`config.mk`:
```
export PLATFORM = sky130hd
export DESIGN_NAME = rpn_alu
export DESIGN_NICKNAME = d
export VERILOG_FILES = /design/src/hdl/rpn_pkg.sv /design/src/hdl/rpn_alu.sv
export SDC_FILE = /design/constraint.sdc
export NUM_CORES = 2
export LEC_CHECK = 0
export BUFFER_PORTS_ARGS = -buffer_cell sky130_fd_sc_hd__buf_2
export CAP_MARGIN = 20
export CORE_UTILIZATION = 35
export CTS_CLUSTER_SIZE = 12
export DETAILED_ROUTE_END_ITERATION = 7
export PLACE_DENSITY = 0.53
export SETUP_SLACK_MARGIN = 0.1
export SYNTH_ARGS = -nofsm -noshare
export SYNTH_HDL_FRONTEND = slang
export SYNTH_SLANG_ARGS = --single-unit
```
`constraint.sdc`:
```
create_clock -name i_clk -period 18.8 [get_ports i_clk]
set_input_delay 1.88 -clock i_clk [delete_from_list [all_inputs] [get_ports i_clk]]
set_output_delay 1.88 -clock i_clk [all_outputs]
set_load 0.1 [all_outputs]
```
`src/hdl/rpn_pkg.sv`:
```
// ----------------------------------------------------------------------------
// RPN stack calculator package
// Shared widths, token codes and the request and response types of the
// shared arithmetic unit.
// ----------------------------------------------------------------------------
package rpn_pkg;

    // Default number of stack entries.
    localparam int RPN_STACK_DEPTH = 128;

    // Fixed field widths of the token and result beats.
    localparam int WORD_W  = 32;
    localparam int FRAC_W  = 16;
    localparam int OP_W    = 3;
    localparam int DEPTH_W = 8;

    // Restoring divider: a 48-bit dividend, one quotient bit per step.
    localparam int DIV_N_W   = WORD_W + FRAC_W;
    localparam int DIV_STEPS = DIV_N_W;
    localparam int CNT_W     = $clog2(DIV_STEPS);

    localparam logic [WORD_W-1:0] Q_MAX = {1'b0, {(WORD_W-1){1'b1}}};
    localparam logic [WORD_W-1:0] Q_MIN = {1'b1, {(WORD_W-1){1'b0}}};

    // Token codes. The one code left over is ignored by the block.
    typedef enum logic [OP_W-1:0] {
        OP_PUSH   = 3'd0,
        OP_ADD    = 3'd1,
        OP_SUB    = 3'd2,
        OP_MUL    = 3'd3,
        OP_DIV    = 3'd4,
        OP_MOD    = 3'd5,
        OP_FINISH = 3'd6
    } t_op;

    typedef struct packed {
        logic                     start;
        t_op                      op;
        logic signed [WORD_W-1:0] a;
        logic signed [WORD_W-1:0] b;
    } t_alu_req;

    typedef struct packed {
        logic                     done;
        logic signed [WORD_W-1:0] result;
        logic                     sat;
    } t_alu_rsp;

endpackage

```
`src/hdl/rpn_alu.sv`:
```
// ----------------------------------------------------------------------------
// RPN shared arithmetic unit
// Saturating add and subtract, a registered multiply with floor scaling, and
// one restoring divider that serves both divide and modulo.
// ----------------------------------------------------------------------------
module rpn_alu import rpn_pkg::*; (
    input  logic     i_clk,
    input  logic     i_rst_n,
    input  t_alu_req i_req,
    output t_alu_rsp o_rsp
);

    localparam logic signed [63:0] LIM_HI = 64'sh0000_0000_7FFF_FFFF;
    localparam logic signed [63:0] LIM_LO = 64'shFFFF_FFFF_8000_0000;
    localparam logic [DIV_N_W-1:0] QUO_POS_MAX = DIV_N_W'(Q_MAX);
    localparam logic [DIV_N_W-1:0] QUO_NEG_MAX = DIV_N_W'(Q_MIN);

    typedef enum logic [1:0] {A_IDLE, A_MUL, A_DIV, A_FIN} t_state;

    t_state                    r_state;
    t_op                       r_op;
    logic signed [63:0]        r_prod;
    logic [WORD_W-1:0]         r_rem;
    logic [DIV_N_W-1:0]        r_quo;
    logic [WORD_W-1:0]         r_dvs;
    logic                      r_neg;
    logic [CNT_W-1:0]          r_cnt;
    logic                      r_done;
    logic signed [WORD_W-1:0]  r_res;
    logic                      r_sat;

    logic [WORD_W-1:0]  a_mag;
    logic [WORD_W-1:0]  b_mag;
    logic signed [63:0] sum_w;
    logic signed [63:0] diff_w;
    logic signed [63:0] prod_w;
    logic signed [63:0] prod_sh;
    logic [WORD_W:0]    rem_sh;
    logic [WORD_W:0]    trial;
    logic [WORD_W:0]    clip_sum;
    logic [WORD_W:0]    clip_diff;
    logic [WORD_W:0]    clip_prod;

    // Returns the saturation flag above the clipped 32-bit value.
    function automatic logic [WORD_W:0] clip_q(input logic signed [63:0] x);
        logic [WORD_W:0] y;
        if (x > LIM_HI) begin
            y = {1'b1, Q_MAX};
        end else if (x < LIM_LO) begin
            y = {1'b1, Q_MIN};
        end else begin
            y = {1'b0, x[WORD_W-1:0]};
        end
        return y;
    endfunction

    assign a_mag   = i_req.a[WORD_W-1] ? (~i_req.a + WORD_W'(1)) : i_req.a;
    assign b_mag   = i_req.b[WORD_W-1] ? (~i_req.b + WORD_W'(1)) : i_req.b;
    assign sum_w   = 64'(i_req.a) + 64'(i_req.b);
    assign diff_w  = 64'(i_req.a) - 64'(i_req.b);
    assign prod_w  = 64'(i_req.a) * 64'(i_req.b);
    assign prod_sh = r_prod >>> FRAC_W;

    assign clip_sum  = clip_q(sum_w);
    assign clip_diff = clip_q(diff_w);
    assign clip_prod = clip_q(prod_sh);

    // One restoring step: shift in the next dividend bit, try the subtract.
    assign rem_sh = {r_rem, r_quo[DIV_N_W-1]};
    assign trial  = rem_sh - {1'b0, r_dvs};

    always_ff @(posedge i_clk) begin
        if (!i_rst_n) begin
            r_state <= A_IDLE;
            r_done  <= 1'b0;
        end else begin
            unique case (r_state)
                A_IDLE: begin
                    // Add and subtract answer at the next edge.
                    r_done <= i_req.start &&
                              ((i_req.op == OP_ADD) || (i_req.op == OP_SUB));
                    if (i_req.start) begin
                        r_op <= i_req.op;
                        unique case (i_req.op)
                            OP_ADD: begin
                                r_res  <= clip_sum[WORD_W-1:0];
                                r_sat  <= clip_sum[WORD_W];
                            end
                            OP_SUB: begin
                                r_res  <= clip_diff[WORD_W-1:0];
                                r_sat  <= clip_diff[WORD_W];
                            end
                            OP_MUL: begin
                                r_prod  <= prod_w;
                                r_state <= A_MUL;
                            end
                            OP_DIV: begin
                                r_neg   <= i_req.a[WORD_W-1] ^ i_req.b[WORD_W-1];
                                r_quo   <= {a_mag, {FRAC_W{1'b0}}};
                                r_dvs   <= b_mag;
                                r_rem   <= '0;
                                r_cnt   <= '0;
                                r_state <= A_DIV;
                            end
                            OP_MOD: begin
                                // Both operands truncated toward zero to integers.
                                r_neg   <= i_req.a[WORD_W-1];
                                r_quo   <= DIV_N_W'(a_mag[WORD_W-1:FRAC_W]);
                                r_dvs   <= WORD_W'(b_mag[WORD_W-1:FRAC_W]);
                                r_rem   <= '0;
                                r_cnt   <= '0;
                                r_state <= A_DIV;
                            end
                            default: ;
                        endcase
                    end
                end
                A_MUL: begin
                    r_res   <= clip_prod[WORD_W-1:0];
                    r_sat   <= clip_prod[WORD_W];
                    r_done  <= 1'b1;
                    r_state <= A_IDLE;
                end
                A_DIV: begin
                    r_done <= 1'b0;
                    if (!trial[WORD_W]) begin
                        r_rem <= trial[WORD_W-1:0];
                        r_quo <= {r_quo[DIV_N_W-2:0], 1'b1};
                    end else begin
                        r_rem <= rem_sh[WORD_W-1:0];
                        r_quo <= {r_quo[DIV_N_W-2:0], 1'b0};
                    end
                    r_cnt <= r_cnt + CNT_W'(1);
                    if (r_cnt == CNT_W'(DIV_STEPS - 1)) begin
                        r_state <= A_FIN;
                    end
                end
                A_FIN: begin
                    r_done  <= 1'b1;
                    r_state <= A_IDLE;
                    if (r_op == OP_MOD) begin
                        // The remainder keeps the sign of the dividend.
                        r_sat <= 1'b0;
                        r_res <= r_neg
                            ? (~{r_rem[FRAC_W-1:0], {FRAC_W{1'b0}}} + WORD_W'(1))
                            : {r_rem[FRAC_W-1:0], {FRAC_W{1'b0}}};
                    end else if (r_neg) begin
                        if (r_quo > QUO_NEG_MAX) begin
                            r_res <= Q_MIN;
                            r_sat <= 1'b1;
                        end else begin
                            r_res <= ~r_quo[WORD_W-1:0] + WORD_W'(1);
                            r_sat <= 1'b0;
                        end
                    end else begin
                        if (r_quo > QUO_POS_MAX) begin
                            r_res <= Q_MAX;
                            r_sat <= 1'b1;
                        end else begin
                            r_res <= r_quo[WORD_W-1:0];
                            r_sat <= 1'b0;
                        end
                    end
                end
                default: begin
                    r_done  <= 1'b0;
                    r_state <= A_IDLE;
                end
            endcase
        end
    end

    assign o_rsp.done   = r_done;
    assign o_rsp.result = r_res;
    assign o_rsp.sat    = r_sat;

endmodule

```
* Yosys cells after proc, flatten, opt, wreduce, memory -nomap -nowiden
Cells that the tools add are included.
** Word-level totals
- Bits of input ports :: 70
- Output and inout bits :: 34
- Register bits :: 222
- Logic and storage cells :: 105
** Operators by class
- Multiply operators :: 1
- Magnitude comparators :: 8
- Eq/ne operators :: 16
- Mux-type cells :: 41
- Reduce and logical (&&, ||, !) cells :: 15
- $add $sub $neg :: 8
- Bitwise operators :: 5
** Operator list (number)
- $mux W32 :: 11
- $mux W33 :: 6
- $pmux W32 S2 :: 3
- $pmux W48 S2 :: 2
- $not A32 Y32 :: 4
- $gt A48 B32 Y1 const B :: 2
- $pmux W32 S3 :: 1
- $gt A33 B32 Y1 const B :: 2
- $lt A33 B32 Y1 const B :: 2
- $add A32 B1 Y32 const B :: 2
- $add A32 B2 Y32 const B :: 2
- $mul A32 B32 Y64 :: 1
- $gt A48 B31 Y1 const B :: 1
- $lt A48 B32 Y1 const B :: 1
- $mux W48 :: 1
- $add A32 B32 Y33 :: 1
- $sub A32 B32 Y33 :: 1
- $sub A33 B32 Y33 :: 1
- $reduce_and A4 Y1 :: 5
- $mux W6 :: 2
- $pmux W6 S2 :: 1
- $eq A3 B3 Y1 const B :: 3
- $add A6 B1 Y6 const B :: 1
- $eq A3 B2 Y1 const B :: 2
- other kinds (22) :: 36

* Longest topological paths before layout
- Depth in word-level cells :: 7
- Depth in mapped cells :: 32
- Mapped depth without buffers :: 30

* Worst setup path before layout
OpenSTA, ideal clock, no wires.
- Kind :: input-to-reg
- From :: input i_req[63] (netlist name)
- To :: register r_prod[63] (data pin)
- Cell stages on the path :: 30
- Arrival :: 10.012 ns
- Buffers on the path :: 3
- Data required time :: 18.540 ns
- Setup slack :: 8.529 ns
- Setup time :: 0.260 ns
- Cells stage by stage :: clkbuf_1 > clkbuf_1 > clkbuf_1 > nand2_1 > inv_1 > fa_1 > fa_1 > fa_1 > inv_1 > fa_1 > inv_1 > fa_1 > fa_1 > inv_1 > fa_1 > inv_1 > fa_1 > ha_1 > a21o_1 > a21oi_1 > o21bai_1 > a21oi_1 > o21ai_0 > a21o_1 > a21o_1 > a221oi_1 > nor2b_1 > o21a_1 > nor2_1 > xnor2_1
** Between the ends
- Word-level cells in the longest chain between the ends :: 1
** RTL lines
- from (decl) :: line rpn_alu.sv:9 : input t_alu_req i_req,
- $mul A32 B32 Y64 :: line rpn_alu.sv:61 : assign prod_w = 64'(i_req.a) * 64'(i_req.b);
- named net prod_w[63] :: line rpn_alu.sv:36 : logic signed [63:0] prod_w;
- to (signal assigned) :: line rpn_alu.sv:94 : r_prod <= prod_w;
- to (decl) :: line rpn_alu.sv:22 : logic signed [63:0] r_prod;
The timed path passes the listed nets, and every way through them passes these cells.
A chain may end at the register's enable or synchronous reset.

* Final worst setup path
- From :: input i_req[3] (netlist name)
- To :: register r_prod[59] (data pin)
Same word-level chain as after synthesis.

==> results.tsv <==
metric	value	unit
Setup Skew	0.01010	ns
vias in the first global route	41190	
failing checks	DRC	
WL/cell	23.14	microns
Synth Area in XOR/XNOR	0.03925	
Mapped Area	51330	sq um
setup TNS	0	ns
Critical Path AT	11.15	ns
clk buf depth	3	
clock slew at reported path FFs	0.06	ns
Die Span X	384.9	microns
Core Region	145600	sq um
Final setup viols	0	
final hold vios	0	
Slew Viols, Final	0	
startpoint types	primary input	
final-stage net count	6943	
Synth async-reset ratio	0	
max-cap violations	0	
layout cells sized above 1	0.04669	
outcome	finished, violations left	
Syn. warnings	0	
register area share after synthesis	0.1199	
clock root buffer	clkbuf_16	
non-filler cells, final	7451	
initial drt markers	3293	
post-CTS sizing	0	
post-route setup slack	7.975	ns
Max FO, Critical Path	19	
Tightest Hold Check Type	reg2reg	
Synth area leaders	fa_1 42%, edfxtp_1 12%, inv_1 8.1%	
WP data required	19.13	ns
# clock sinks	206	
drt pass-1 iters	7	
CP startpoint	i_req[3]	
post-synth top area share	0.4228	
fin crit share	0.5758	
largest family of logic cells by synthesized area	adder cells	
Worst setup EP type	register	
Synth Area in Simple Gates	0.1543	
relative slew slack	0.2608	
# IOs	104	
Min-Delay Startpoint	r_quo[46]	
H-tree depth	1	
number of buffers created by CTS	26	
mux contribution to synthesized area	0.002170	
GP Congestion	0.9277	
Mapped Cells	5622	
Starting Density	0.3526	
count of cell types in the netlist	75	
Die Y	384.9	microns
area growth from synthesis to layout	6.158	%
placed insts	7396	
post-synthesis compound-gate area fraction	0.08632	
Post-synth EDFFs	203	
Synth Register Bits	206	
die area	148200	sq um
DR vias	39060	
gr usage total	0.2379	
initial antenna violation count	21	
Routed WL	172400	microns
first-pass GRT wire length	263600	microns
RSZ-0062 raised after global routing	false	
Most Frequent Cell on Critical Path	fa_1	
utilization after layout	0.3743	
worst reg2reg startpoint	r_quo[47]	
post-synthesis cell type with the largest combined area	fa_1	
Detail Route Antenna Nets	0	
Post-DP HPWL	129800	microns
Primary FF master, synth	edfxtp_1	
CTS tree	yes	
Port Buffer Count	103	
Post-Synth Adder-Cell Area	0.4917	
Setup WS pre-CTS	7.426	ns
Worst-Skew Late Latency	0.57	ns
FP Rows	140	
Setup Crit Path Kind	in2reg	
worst-margin pin slew	1.094	ns
fmax	92.38	MHz
Vias/cell	5.242	
Slowest-stage cell, CP	fa_1	
average cell area after synthesis	9.130	sq um
global route overflow	0	
largest net degree at the start of global routing	64	
# Post-CTS Setup Buffers	0	
Final Critical Period	10.83	ns
max incr delay on CP	1.00	ns
Remaining DRCs	3	
Syn Nets	7058	
# hold bufs at CTS	0	
==> sequential cells by signal (all words and copies together), names as in the netlist <==
name     flops
r_state      2
r_dvs       32
r_neg        1
r_sat        1
r_quo       48
r_res       32
r_done       1
r_rem       32
r_op         3
r_prod      48
r_cnt        6
==> metal layers <==
metal | vias up | global-route usage | part of all wire
li1 | 17030 | - | -
met1 | 20430 | 0.3396 | 0.45
met2 | 1375 | 0.3771 | 0.45
met3 | 220 | 0.03349 | 0.072
met4 | 12 | 0.06239 | 0.027
met5 | - | 0 | 0.00046
==> cells by family after synthesis <==
logic type,count (synthesis)
compound gates,716
xor+xnor,230
fa+ha+maj,1367
buf+inv,1445
flops,206
mux,11
simple gates,1647
==> metrics by stage <==
stage / hold slack, ns / instance area (sq um)
after floorplan: 0.5107 / 51330
after global placement: 0.5301 / 53650
after detailed placement: 0.5327 / 53650
after CTS: 0.5599 / 54470
after global routing: 0.5937 / 54470
final: 0.5492 / 54490
==> layout make-up <==
type                       count  area, sq um
antenna                        8        20.02
clock inverter                17        153.9
fill                       14850        91080
multi-input combinational   3971        39760
sequential                   206         6157
inverter                    1116         4189
timing repair buffer         186         1139
clock buffer                  30        665.6
tap                         1917         2399
==> final timing paths <==
| path | depth (start not counted) | end | slack, ns |
|---|---|---|---|
| max | 25 | r_prod[59] | 7.97 |
| min | 2 | r_quo[47] | 0.55 |
| max reg2reg | 16 | r_rem[2] | 13.84 |
| min reg2reg | 2 | r_quo[47] | 0.55 |
==> critical path, delay by kind of cell <==
family	cells	cell delay (ns)
and+or+nand+nor	4	1.14
buffers and inverters	3	1.02
xor gates and xnor gates	1	0.13
AOI/OAI and AO/OA	8	1.97
adders and majority gates	9	4.97
==> cell usage in the layout, fill, tap and decap left out, types with 25 or more instances in the layout <==
master	netlist	final
ha_1	282	282
edfxtp_1	203	203
a21oi_1	249	249
o21ai_0	186	186
xor2_1	70	70
o31ai_1	61	61
buf_4	5	83
nor2_1	261	259
a21o_1	43	43
nor4_1	25	25
inv_1	1113	1113
nor3_1	44	43
nand2_1	663	663
nand2b_1	33	33
clkbuf_16	0	26
fa_1	1084	1084
and2_1	451	451
nand4_1	26	26
nand3_1	53	53
xnor2_1	160	160
buf_2	5	103
==> synth_stat cells (all sizes together), types with 15 or more instances <==
cell / number
inv: 1113
fa: 1084
nand2: 663
and2: 451
clkbuf: 302
ha: 282
nor2: 261
a21oi: 249
edfxtp: 203
o21ai: 190
xnor2: 160
xor2: 70
o31ai: 61
nand3: 53
nor3: 44
a21o: 43
nand2b: 33
buf: 27
nand4: 26
nor2b: 25
nor4: 25
o21a: 23
a31oi: 22
or3: 22
or4: 22
a211oi: 17
o41ai: 16
o211ai: 15
Power is left out: the tool's default activity adds up to more than one toggle a clock period on the data nets, which glitch-free logic cannot reach.
